===== src/design/lwb_pkg.sv =====
// Shared types and constants for the link watchdog with reconnect backoff.
// Used by lwb_regs, lwb_core and link_watchdog_backoff_core; no dependencies.
package lwb_pkg;

	localparam int unsigned CfgWidth  = 10;
	localparam int unsigned TimeWidth = 32;
	localparam int unsigned CntWidth  = 8;
	localparam int unsigned AddrWidth = 4;
	localparam int unsigned DataWidth = 32;

	localparam logic [CfgWidth-1:0] BackoffMinRst = 10'd1;
	localparam logic [CfgWidth-1:0] BackoffMaxRst = 10'd60;
	localparam logic [CfgWidth-1:0] FirstDataRst  = 10'd10;
	localparam logic [CfgWidth-1:0] DisconnRst    = 10'd3;

	typedef enum logic [1:0] {
		REG_BACKOFF_MIN = 2'd0,
		REG_BACKOFF_MAX = 2'd1,
		REG_FIRST_DATA  = 2'd2,
		REG_DISCONNECT  = 2'd3
	} reg_idx_t;

	typedef enum logic [2:0] {
		OP_TICK    = 3'd0,
		OP_RESET   = 3'd1,
		OP_RETRY   = 3'd2,
		OP_ATTEMPT = 3'd3,
		OP_DATA    = 3'd4
	} op_t;

	typedef enum logic [2:0] {
		ST_IDLE      = 3'd0,
		ST_STARTING  = 3'd1,
		ST_STREAMING = 3'd2,
		ST_LOST      = 3'd3,
		ST_RETRYING  = 3'd4
	} conn_state_t;

	typedef struct packed {
		logic [CfgWidth-1:0] backoff_min;
		logic [CfgWidth-1:0] backoff_max;
		logic [CfgWidth-1:0] first_data;
		logic [CfgWidth-1:0] disconnect;
	} cfg_t;

endpackage


===== src/design/lwb_regs.sv =====
// APB-style configuration registers of the link watchdog.
// Depends on lwb_pkg for the register map and the cfg_t struct.
module lwb_regs (
	input  logic                           clk,
	input  logic                           arst_n,
	input  logic                           psel,
	input  logic                           penable,
	input  logic                           pwrite,
	input  logic [lwb_pkg::AddrWidth-1:0]  paddr,
	input  logic [lwb_pkg::DataWidth-1:0]  pwdata,
	output logic [lwb_pkg::DataWidth-1:0]  prdata,
	output logic                           pready,
	output lwb_pkg::cfg_t                  cfg
);
	import lwb_pkg::*;

	cfg_t     cfg_q;
	reg_idx_t idx;
	logic     wr_en;

	assign pready = 1'b1;
	assign idx    = reg_idx_t'(paddr[3:2]);
	assign wr_en  = psel && penable && pwrite && pready;
	assign cfg    = cfg_q;

	always_ff @(posedge clk or negedge arst_n) begin
		if (!arst_n) begin
			cfg_q.backoff_min <= BackoffMinRst;
			cfg_q.backoff_max <= BackoffMaxRst;
			cfg_q.first_data  <= FirstDataRst;
			cfg_q.disconnect  <= DisconnRst;
		end else if (wr_en) begin
			unique case (idx)
				REG_BACKOFF_MIN: cfg_q.backoff_min <= pwdata[CfgWidth-1:0];
				REG_BACKOFF_MAX: cfg_q.backoff_max <= pwdata[CfgWidth-1:0];
				REG_FIRST_DATA:  cfg_q.first_data  <= pwdata[CfgWidth-1:0];
				REG_DISCONNECT:  cfg_q.disconnect  <= pwdata[CfgWidth-1:0];
				default: ;
			endcase
		end
	end

	always_comb begin
		unique case (idx)
			REG_BACKOFF_MIN: prdata = {{(DataWidth-CfgWidth){1'b0}}, cfg_q.backoff_min};
			REG_BACKOFF_MAX: prdata = {{(DataWidth-CfgWidth){1'b0}}, cfg_q.backoff_max};
			REG_FIRST_DATA:  prdata = {{(DataWidth-CfgWidth){1'b0}}, cfg_q.first_data};
			REG_DISCONNECT:  prdata = {{(DataWidth-CfgWidth){1'b0}}, cfg_q.disconnect};
			default:         prdata = '0;
		endcase
	end

endmodule


===== src/design/lwb_core.sv =====
// Watchdog state registers and the combinational event update logic.
// Depends on lwb_pkg for the state, opcode and configuration types.
module lwb_core (
	input  logic                           clk,
	input  logic                           arst_n,
	input  logic                           step,
	input  lwb_pkg::op_t                   op,
	input  logic [lwb_pkg::TimeWidth-1:0]  now,
	input  logic                           tx,
	input  lwb_pkg::cfg_t                  cfg,
	output logic                           action_nxt,
	output lwb_pkg::conn_state_t           state_nxt
);
	import lwb_pkg::*;

	conn_state_t          state_q;
	logic [TimeWidth-1:0] since_q, last_q, next_try_q;
	logic [CfgWidth-1:0]  backoff_q;
	logic [CntWidth-1:0]  attempt_q;
	logic                 fresh_q;

	logic [TimeWidth-1:0] since_n, last_n, next_try_n;
	logic [CfgWidth-1:0]  backoff_n;
	logic [CntWidth-1:0]  attempt_n;
	logic                 fresh_n;

	logic                 first_expired, disc_expired, retry_due;
	logic [CfgWidth:0]    doubled;
	logic [CfgWidth-1:0]  backoff_clamped;
	logic [TimeWidth+1:0] deadline;

	// Elapsed time counts as zero when the clock appears to run backwards.
	function automatic logic elapsed_ge(input logic [TimeWidth-1:0] t,
	                                    input logic [TimeWidth-1:0] ref_t,
	                                    input logic [CfgWidth-1:0] lim);
		logic [TimeWidth-1:0] d;
		d = (t >= ref_t) ? (t - ref_t) : '0;
		return d >= {{(TimeWidth-CfgWidth){1'b0}}, lim};
	endfunction

	assign first_expired   = elapsed_ge(now, since_q, cfg.first_data);
	assign disc_expired    = elapsed_ge(now, last_q, cfg.disconnect);
	assign retry_due       = now >= next_try_q;
	assign doubled         = {backoff_q, 1'b0};
	assign backoff_clamped = (doubled > {1'b0, cfg.backoff_max}) ? cfg.backoff_max
	                                                              : doubled[CfgWidth-1:0];
	assign deadline        = {2'b00, now}
	                       + {{(TimeWidth+2-CfgWidth){1'b0}}, cfg.first_data}
	                       + {{(TimeWidth+2-CfgWidth){1'b0}}, backoff_clamped};

	always_comb begin
		state_nxt  = state_q;
		since_n    = since_q;
		last_n     = last_q;
		next_try_n = next_try_q;
		backoff_n  = backoff_q;
		attempt_n  = attempt_q;
		fresh_n    = fresh_q;
		action_nxt = 1'b0;
		unique case (op)
			OP_TICK: begin
				if (state_q == ST_IDLE) begin
					action_nxt = 1'b0;
				end else if (tx && (state_q == ST_STREAMING || state_q == ST_STARTING)) begin
					// A keyed transmitter counts as link activity.
					last_n  = now;
					since_n = now;
				end else begin
					unique case (state_q)
						ST_STARTING: begin
							if (fresh_q) begin
								backoff_n = cfg.backoff_min;
								attempt_n = '0;
								state_nxt = ST_STREAMING;
								since_n   = now;
								fresh_n   = 1'b0;
							end else if (first_expired) begin
								state_nxt = ST_LOST;
								since_n   = now;
								fresh_n   = 1'b0;
								if (attempt_q == '0) begin
									next_try_n = now;
								end
							end
						end
						ST_STREAMING: begin
							if (disc_expired) begin
								state_nxt  = ST_LOST;
								since_n    = now;
								fresh_n    = 1'b0;
								next_try_n = now;
							end
						end
						ST_LOST: begin
							if (fresh_q) begin
								backoff_n = cfg.backoff_min;
								attempt_n = '0;
								state_nxt = ST_STREAMING;
								since_n   = now;
								fresh_n   = 1'b0;
							end else if (retry_due) begin
								state_nxt  = ST_RETRYING;
								since_n    = now;
								fresh_n    = 1'b0;
								action_nxt = 1'b1;
							end
						end
						default: ;
					endcase
				end
			end
			OP_RESET: begin
				last_n     = now;
				next_try_n = '0;
				backoff_n  = cfg.backoff_min;
				attempt_n  = '0;
				state_nxt  = ST_STARTING;
				since_n    = now;
				fresh_n    = 1'b0;
			end
			OP_RETRY: begin
				next_try_n = now;
				if (state_q == ST_STARTING) begin
					state_nxt = ST_LOST;
					since_n   = now;
					fresh_n   = 1'b0;
				end
			end
			OP_ATTEMPT: begin
				if (attempt_q != '1) begin
					attempt_n = attempt_q + 1'b1;
				end
				last_n     = now;
				backoff_n  = backoff_clamped;
				next_try_n = (deadline[TimeWidth+1:TimeWidth] != 2'b00) ? '1
				                                                       : deadline[TimeWidth-1:0];
				state_nxt  = ST_STARTING;
				since_n    = now;
				fresh_n    = 1'b0;
			end
			OP_DATA: begin
				fresh_n = 1'b1;
				last_n  = now;
			end
			default: ;
		endcase
	end

	always_ff @(posedge clk or negedge arst_n) begin
		if (!arst_n) begin
			state_q    <= ST_IDLE;
			since_q    <= '0;
			last_q     <= '0;
			next_try_q <= '0;
			backoff_q  <= BackoffMinRst;
			attempt_q  <= '0;
			fresh_q    <= 1'b0;
		end else if (step) begin
			state_q    <= state_nxt;
			since_q    <= since_n;
			last_q     <= last_n;
			next_try_q <= next_try_n;
			backoff_q  <= backoff_n;
			attempt_q  <= attempt_n;
			fresh_q    <= fresh_n;
		end
	end

endmodule


===== src/design/link_watchdog_backoff_core.sv =====
// Top level of the link watchdog with exponential reconnect backoff.
// Depends on lwb_pkg, lwb_regs and lwb_core.
//
// Usage: each input item is one event (opcode, now, transmitting) offered
// on in_valid/in_ready. Every event yields exactly one result item (action,
// conn_state) on out_valid/out_ready, in order. An accepted event lands in
// an input register; the watchdog state is then updated from it and the
// result is written to the output register once that register is free or
// being emptied. One event is taken every cycle while results drain.
// If the receiver stalls, the result stays in the output register and one
// more event waits in the input register, after which in_ready drops until
// the result is taken.
// The user must write configuration through the APB-style port only while
// no event is in flight; the block itself does not enforce this. Reset
// clears the pipeline, puts the link in the idle state and loads the
// register defaults (backoff 1..60 s, first data 10 s, disconnect 3 s).
module link_watchdog_backoff_core (
	input  logic                           clk,
	input  logic                           arst_n,
	input  logic                           in_valid,
	output logic                           in_ready,
	input  logic [2:0]                     opcode,
	input  logic [lwb_pkg::TimeWidth-1:0]  now,
	input  logic                           transmitting,
	output logic                           out_valid,
	input  logic                           out_ready,
	output logic                           action,
	output logic [2:0]                     conn_state,
	input  logic                           psel,
	input  logic                           penable,
	input  logic                           pwrite,
	input  logic [lwb_pkg::AddrWidth-1:0]  paddr,
	input  logic [lwb_pkg::DataWidth-1:0]  pwdata,
	output logic [lwb_pkg::DataWidth-1:0]  prdata,
	output logic                           pready
);
	import lwb_pkg::*;

	cfg_t                 cfg;
	logic                 valid_s1;
	op_t                  op_s1;
	logic [TimeWidth-1:0] now_s1;
	logic                 tx_s1;
	logic                 advance;
	logic                 action_nxt;
	conn_state_t          state_nxt;
	logic                 out_valid_q;
	logic                 action_q;
	conn_state_t          conn_state_q;

	assign advance  = valid_s1 && (!out_valid_q || out_ready);
	assign in_ready = !valid_s1 || advance;

	lwb_regs u_regs (
		.clk     (clk),
		.arst_n  (arst_n),
		.psel    (psel),
		.penable (penable),
		.pwrite  (pwrite),
		.paddr   (paddr),
		.pwdata  (pwdata),
		.prdata  (prdata),
		.pready  (pready),
		.cfg     (cfg)
	);

	always_ff @(posedge clk or negedge arst_n) begin
		if (!arst_n) begin
			valid_s1 <= 1'b0;
		end else if (in_ready) begin
			valid_s1 <= in_valid;
		end
	end

	always_ff @(posedge clk) begin
		if (in_valid && in_ready) begin
			op_s1  <= op_t'(opcode);
			now_s1 <= now;
			tx_s1  <= transmitting;
		end
	end

	lwb_core u_core (
		.clk        (clk),
		.arst_n     (arst_n),
		.step       (advance),
		.op         (op_s1),
		.now        (now_s1),
		.tx         (tx_s1),
		.cfg        (cfg),
		.action_nxt (action_nxt),
		.state_nxt  (state_nxt)
	);

	always_ff @(posedge clk or negedge arst_n) begin
		if (!arst_n) begin
			out_valid_q <= 1'b0;
		end else if (advance) begin
			out_valid_q <= 1'b1;
		end else if (out_ready) begin
			out_valid_q <= 1'b0;
		end
	end

	always_ff @(posedge clk) begin
		if (advance) begin
			action_q     <= action_nxt;
			conn_state_q <= state_nxt;
		end
	end

	assign out_valid  = out_valid_q;
	assign action     = action_q;
	assign conn_state = conn_state_q;

	// A reconnect request is only ever issued on entry to the retrying state.
	a_action_retrying: assert property (@(posedge clk) disable iff (!arst_n)
		out_valid_q && action_q |-> conn_state_q == ST_RETRYING)
		else $error("action raised outside the retrying state");

	// An accepted item always occupies the input register on the next cycle.
	a_accept_fills_s1: assert property (@(posedge clk) disable iff (!arst_n)
		in_valid && in_ready |=> valid_s1)
		else $error("accepted item missing from input register");

	// A stalled output keeps the queued item in place.
	a_s1_holds: assert property (@(posedge clk) disable iff (!arst_n)
		valid_s1 && out_valid_q && !out_ready |=> valid_s1 && $stable(now_s1))
		else $error("queued item lost during output stall");

	// Nothing enters the output register without an item to work on.
	a_no_invented: assert property (@(posedge clk) disable iff (!arst_n)
		!valid_s1 && !out_valid_q |=> !out_valid_q)
		else $error("result produced without an item");

endmodule

===== config.mk =====
export PLATFORM = sky130hd
export DESIGN_NAME = link_watchdog_backoff_core
export DESIGN_NICKNAME = d
export VERILOG_FILES = /design/src/design/lwb_pkg.sv /design/src/design/lwb_regs.sv /design/src/design/lwb_core.sv /design/src/design/link_watchdog_backoff_core.sv
export SDC_FILE = /design/constraint.sdc
export NUM_CORES = 1
export LEC_CHECK = 0
export ABC_AREA = 1
export BUFFER_PORTS_ARGS = -buffer_cell sky130_fd_sc_hd__buf_4
export CORE_MARGIN = 5
export CORE_UTILIZATION = 45
export CTS_CLUSTER_SIZE = 8
export DETAILED_ROUTE_END_ITERATION = 8
export PLACE_DENSITY_LB_ADDON = 0.3
export SLEW_MARGIN = 30
export SYNTH_ARGS = -nofsm -noshare
export SYNTH_HDL_FRONTEND = slang
export SYNTH_SLANG_ARGS = --single-unit

===== constraint.sdc =====
create_clock -name clk -period 4.6 [get_ports clk]
set_input_delay 0.46 -clock clk [delete_from_list [all_inputs] [get_ports clk]]
set_output_delay 0.46 -clock clk [all_outputs]
set_load 0.02 [all_outputs]

==> summary.md <==
| Metric | Value |
|---|---|
| Overall die height | `about 210 um` |
| Worst clock skew | `around 0.013 ns` |
| EDFF count, synth | `40` |
| Vias in the first global route | `16.9k` |
| H-tree levels | `4` |
| Setup Viol. Count Final | `0` |
| Power per standard cell area | `614 nW/um^2` |
| Hold Buf Count CTS | `0` |
| Final global-route overflow total | `0` |
| Routed vias | `approximately 18k` |
| Post-Place Worst Slack | `-0.145 ns` |
| Setup repair after global routing missed its margin | `true` |
| Area Growth Syn to Fin | `21.5%` |
| Transition time of the tightest slew-check pin | `0.863 ns` |
| Num CTS Buffers | `17` |
| Count of pins over their slew limit | `0` |
| Number of antenna cells inserted | `0` |
| Mean cell area of the mapped netlist | `about 6.6 sq um` |
| Endpoint class of the critical path | `register` |
| Main synth FF type | `sky130_fd_sc_hd__dfrtp_1` |
| Hold violation total from the final report | `0` |
| Worst relative slew slack | `0.423` |
| Total standard cell area after synthesis | `around 18000 sq um` |
| Arrival time of data at the critical path endpoint | `between 4 and 5 ns` |
| Clock latency reported for the late side of the worst-skew pair | `roughly 0.47 ns` |
| Library cell with the highest instance count after synthesis | `sky130_fd_sc_hd__nand2_1` |
| Cell Rows | `around 70` |
| Critical setup path kind | `register to register` |
| Highest attainable clock frequency | `224 MHz` |
| Hold/Removal Path Class | `input pin to asynchronous set/reset pin` |
| Maximum vdd ir drop | `roughly 0.34 mV` |
| Synth warn | `0` |
| Synth top area share | `0.213` |
| GRT Resource Usage Total | `0.256` |
| Final worst path period need | `around 4.5 ns` |
| Number of port buffers | `70` |
| Outcome | `finished, final reports clean` |
| Area enclosed by the die boundary | `about 43000 sq um` |
| Most area-consuming cells after synthesis | `sky130_fd_sc_hd__dfrtp_1, sky130_fd_sc_hd__nand2_1, sky130_fd_sc_hd__ha_1` |
| Number of antenna violations at the first check in global routing | `1` |
| Async SR Flop Fraction | `0.800` |
| Synth cell types | `57` |
| Post-route setup TNS | `0 ns` |
| Crit path max fanout | `10` |
| Fin worst setup slack | `0.144 ns` |
| Drt first pass iters | `5` |
| Violation count after the first detailed-routing iteration | `1341` |
| Vias per cell | `approximately 5.3` |
| Flip-flop and latch count after synthesis | `200` |
| Final wirelength | `about 59 mm` |
| Power Total | `around 13 mW` |
| Total area of multi-input combinational cells | `approximately 11000 sq um` |
| Starting density of the core | `0.455` |
| Avg WL per Cell | `between 15 and 20 um` |
| Final net count | `~3.1k` |
| Final instance area | `around 21000 sq um` |
| Register area share after synthesis | `0.297` |
| Count of filler cells inserted in the layout | `around 3.7k` |
| Share of post-route cells with drive strength above 1 | `0.174` |
| DRC violation count after routing | `0` |
| Slowest cell delay on critical path | `around 0.55 ns` |
| CP startpoint kind | `register` |
| Number of cells produced by synthesis | `about 2.7k` |
| Area leader, netlist | `sky130_fd_sc_hd__dfrtp_1` |
| I/O pin total | `~120` |
| Post-route ant nets | `0` |
| Buffer levels on the longest clock path | `2` |
| Pin count of the biggest net entering global routing | `between 90 and 100` |
| Weighted congestion reported at the end of routability-driven placement | `around 0.96` |
| Clock transition at the registers of the reported paths | `0.09 ns` |
| Top cells by instance count after synthesis | `sky130_fd_sc_hd__nand2_1, sky130_fd_sc_hd__inv_1, sky130_fd_sc_hd__nor2_1` |
| Cell area reported after detailed placement | `19600 sq um` |
| Max Cap Violations | `0` |
| Req. time, crit path | `approximately 5.0 ns` |
| Area inside the core boundary | `38600 sq um` |
| Worst path slowest cell | `sky130_fd_sc_hd__dfstp_2` |
| TritonCTS clock tree | `done` |
| First-pass GRT wire length | `just under 90 mm` |
| DIE WIDTH | `slightly above 200 um` |
| Total leakage power | `approximately 11 nW` |
| DPL Wire Length | `around 46 mm` |
| Fraction of the cycle the final worst path needs | `0.969` |
| FF/Latch Area | `5220 sq um` |
| Clock sinks | `200` |
| Buffer cell driving the clock tree root | `sky130_fd_sc_hd__clkbuf_16` |
| Final core utilization | `0.553` |
[path summary, 6_finish.rpt]
path                                                         from                                 to  slack, ns  cells past startpoint
max in group asynchronous                                  arst_n         u_regs.cfg[26]$_DFFE_PN0P_       3.52                      2
worst min register to register  u_core.next_try_q[27]$_DFFE_PN0P_  u_core.next_try_q[27]$_DFFE_PN0P_       0.48                      2
worst max-delay path                   u_regs.cfg[22]$_DFFE_PN1P_   u_core.next_try_q[1]$_DFFE_PN0P_       0.14                     30
worst min-delay path                                       arst_n    u_core.backoff_q[9]$_DFFE_PN0P_       0.06                      1
worst max register to register         u_regs.cfg[22]$_DFFE_PN1P_   u_core.next_try_q[1]$_DFFE_PN0P_       0.14                     30
min in group clk                                           now[4]                now_s1[4]$_DFFE_PP_       0.16                      1
[flip-flops by register name, indices dropped and copies added (netlist names), 3 cells and up]
register and count:
u_regs.cfg 40, now_s1 32, u_core.last_q 32, u_core.next_try_q 32
u_core.since_q 32, u_core.backoff_q 10, u_core.attempt_q 8, conn_state 3
op_s1 3, u_core.state_q 3
[area by class of cell]
cell class                 instances  area share
multi-input combinational       1969       0.508
sequential                       200       0.244
timing repair buffer             275       0.110
inverter                         438      0.0778
tap                              518      0.0303
clock buffer                      17      0.0199
clock inverter                    15     0.00995
[cells by family after synthesis]
| kind of cell | after synthesis | synth area share |
|---|---|---|
| AO/OA/AOI/OAI | 422 | 0.130 |
| flip-flops | 200 | 0.297 |
| adder cells (fa/ha/maj) | 151 | 0.109 |
| XOR/XNOR | 60 | 0.0303 |
| AND/OR/NAND/NOR | 1312 | 0.314 |
| other | 2 | 0.000427 |
| buffers and inverters | 507 | 0.119 |
[worst max-delay path, delay by kind of cell (launching register included)]
kind                       cells  cell delay [ns]
buffers and inverters          5             0.59
AOI/OAI and AO/OA             12             1.43
adders and majority gates      2             0.61
DFF                            1             0.55
and+or+nand+nor               11             1.19
[layout by cell type (no fill, tap or decap), types with 9 or more instances in the layout]
master	count
sky130_fd_sc_hd__nor2_2	19
sky130_fd_sc_hd__conb_1	23
sky130_fd_sc_hd__nand3_1	107
sky130_fd_sc_hd__nand2_2	52
sky130_fd_sc_hd__inv_2	17
sky130_fd_sc_hd__a21oi_1	113
sky130_fd_sc_hd__xnor2_1	22
sky130_fd_sc_hd__xor2_1	37
sky130_fd_sc_hd__nand2_1	809
sky130_fd_sc_hd__clkbuf_16	25
sky130_fd_sc_hd__dfstp_2	10
sky130_fd_sc_hd__nor3_1	29
sky130_fd_sc_hd__edfxtp_1	40
sky130_fd_sc_hd__nor2_1	189
sky130_fd_sc_hd__dfrtp_1	150
sky130_fd_sc_hd__o21ai_0	166
sky130_fd_sc_hd__inv_1	415
sky130_fd_sc_hd__nand2_4	12
sky130_fd_sc_hd__ha_1	137
sky130_fd_sc_hd__o2111ai_1	9
sky130_fd_sc_hd__buf_4	250
sky130_fd_sc_hd__nand3b_1	22
sky130_fd_sc_hd__clkinv_8	9
sky130_fd_sc_hd__o21ai_1	52
sky130_fd_sc_hd__o21ai_2	30
sky130_fd_sc_hd__nand3_2	12
sky130_fd_sc_hd__nand4_1	31
[layer usage]
layer	wire [um]	track usage	vias up
met4	1810	0.0813	2
met2	26400	0.400	657
met3	4280	0.0440	107
met5	13	0	-
li1	-	-	8923
met1	26500	0.364	8447
[what timing repair did]
action | CTS | global route
buffers inserted | 7 | 27
pin swaps | 8 | 47
gates cloned | 2 | 12
setup endpoints to repair | 64 | 68
resized for setup | 12 | 156
endpoints found under the hold margin | 0 | 0
[through the flow]
stage,hold WS (ns),cells
after floorplan,0.164,2675
after global placement,0.463,3352
after detailed placement,0.465,3352
after CTS,0.115,3393
after global routing,0.121,3432
final,0.0631,3432
[power breakdown]
group / switching (mW) / internal [mW]
logic: 5.08 / 3.62
clock network: 0.841 / 0.755
registers: 0.433 / 2.39
(Power assumes the default switching activity.)
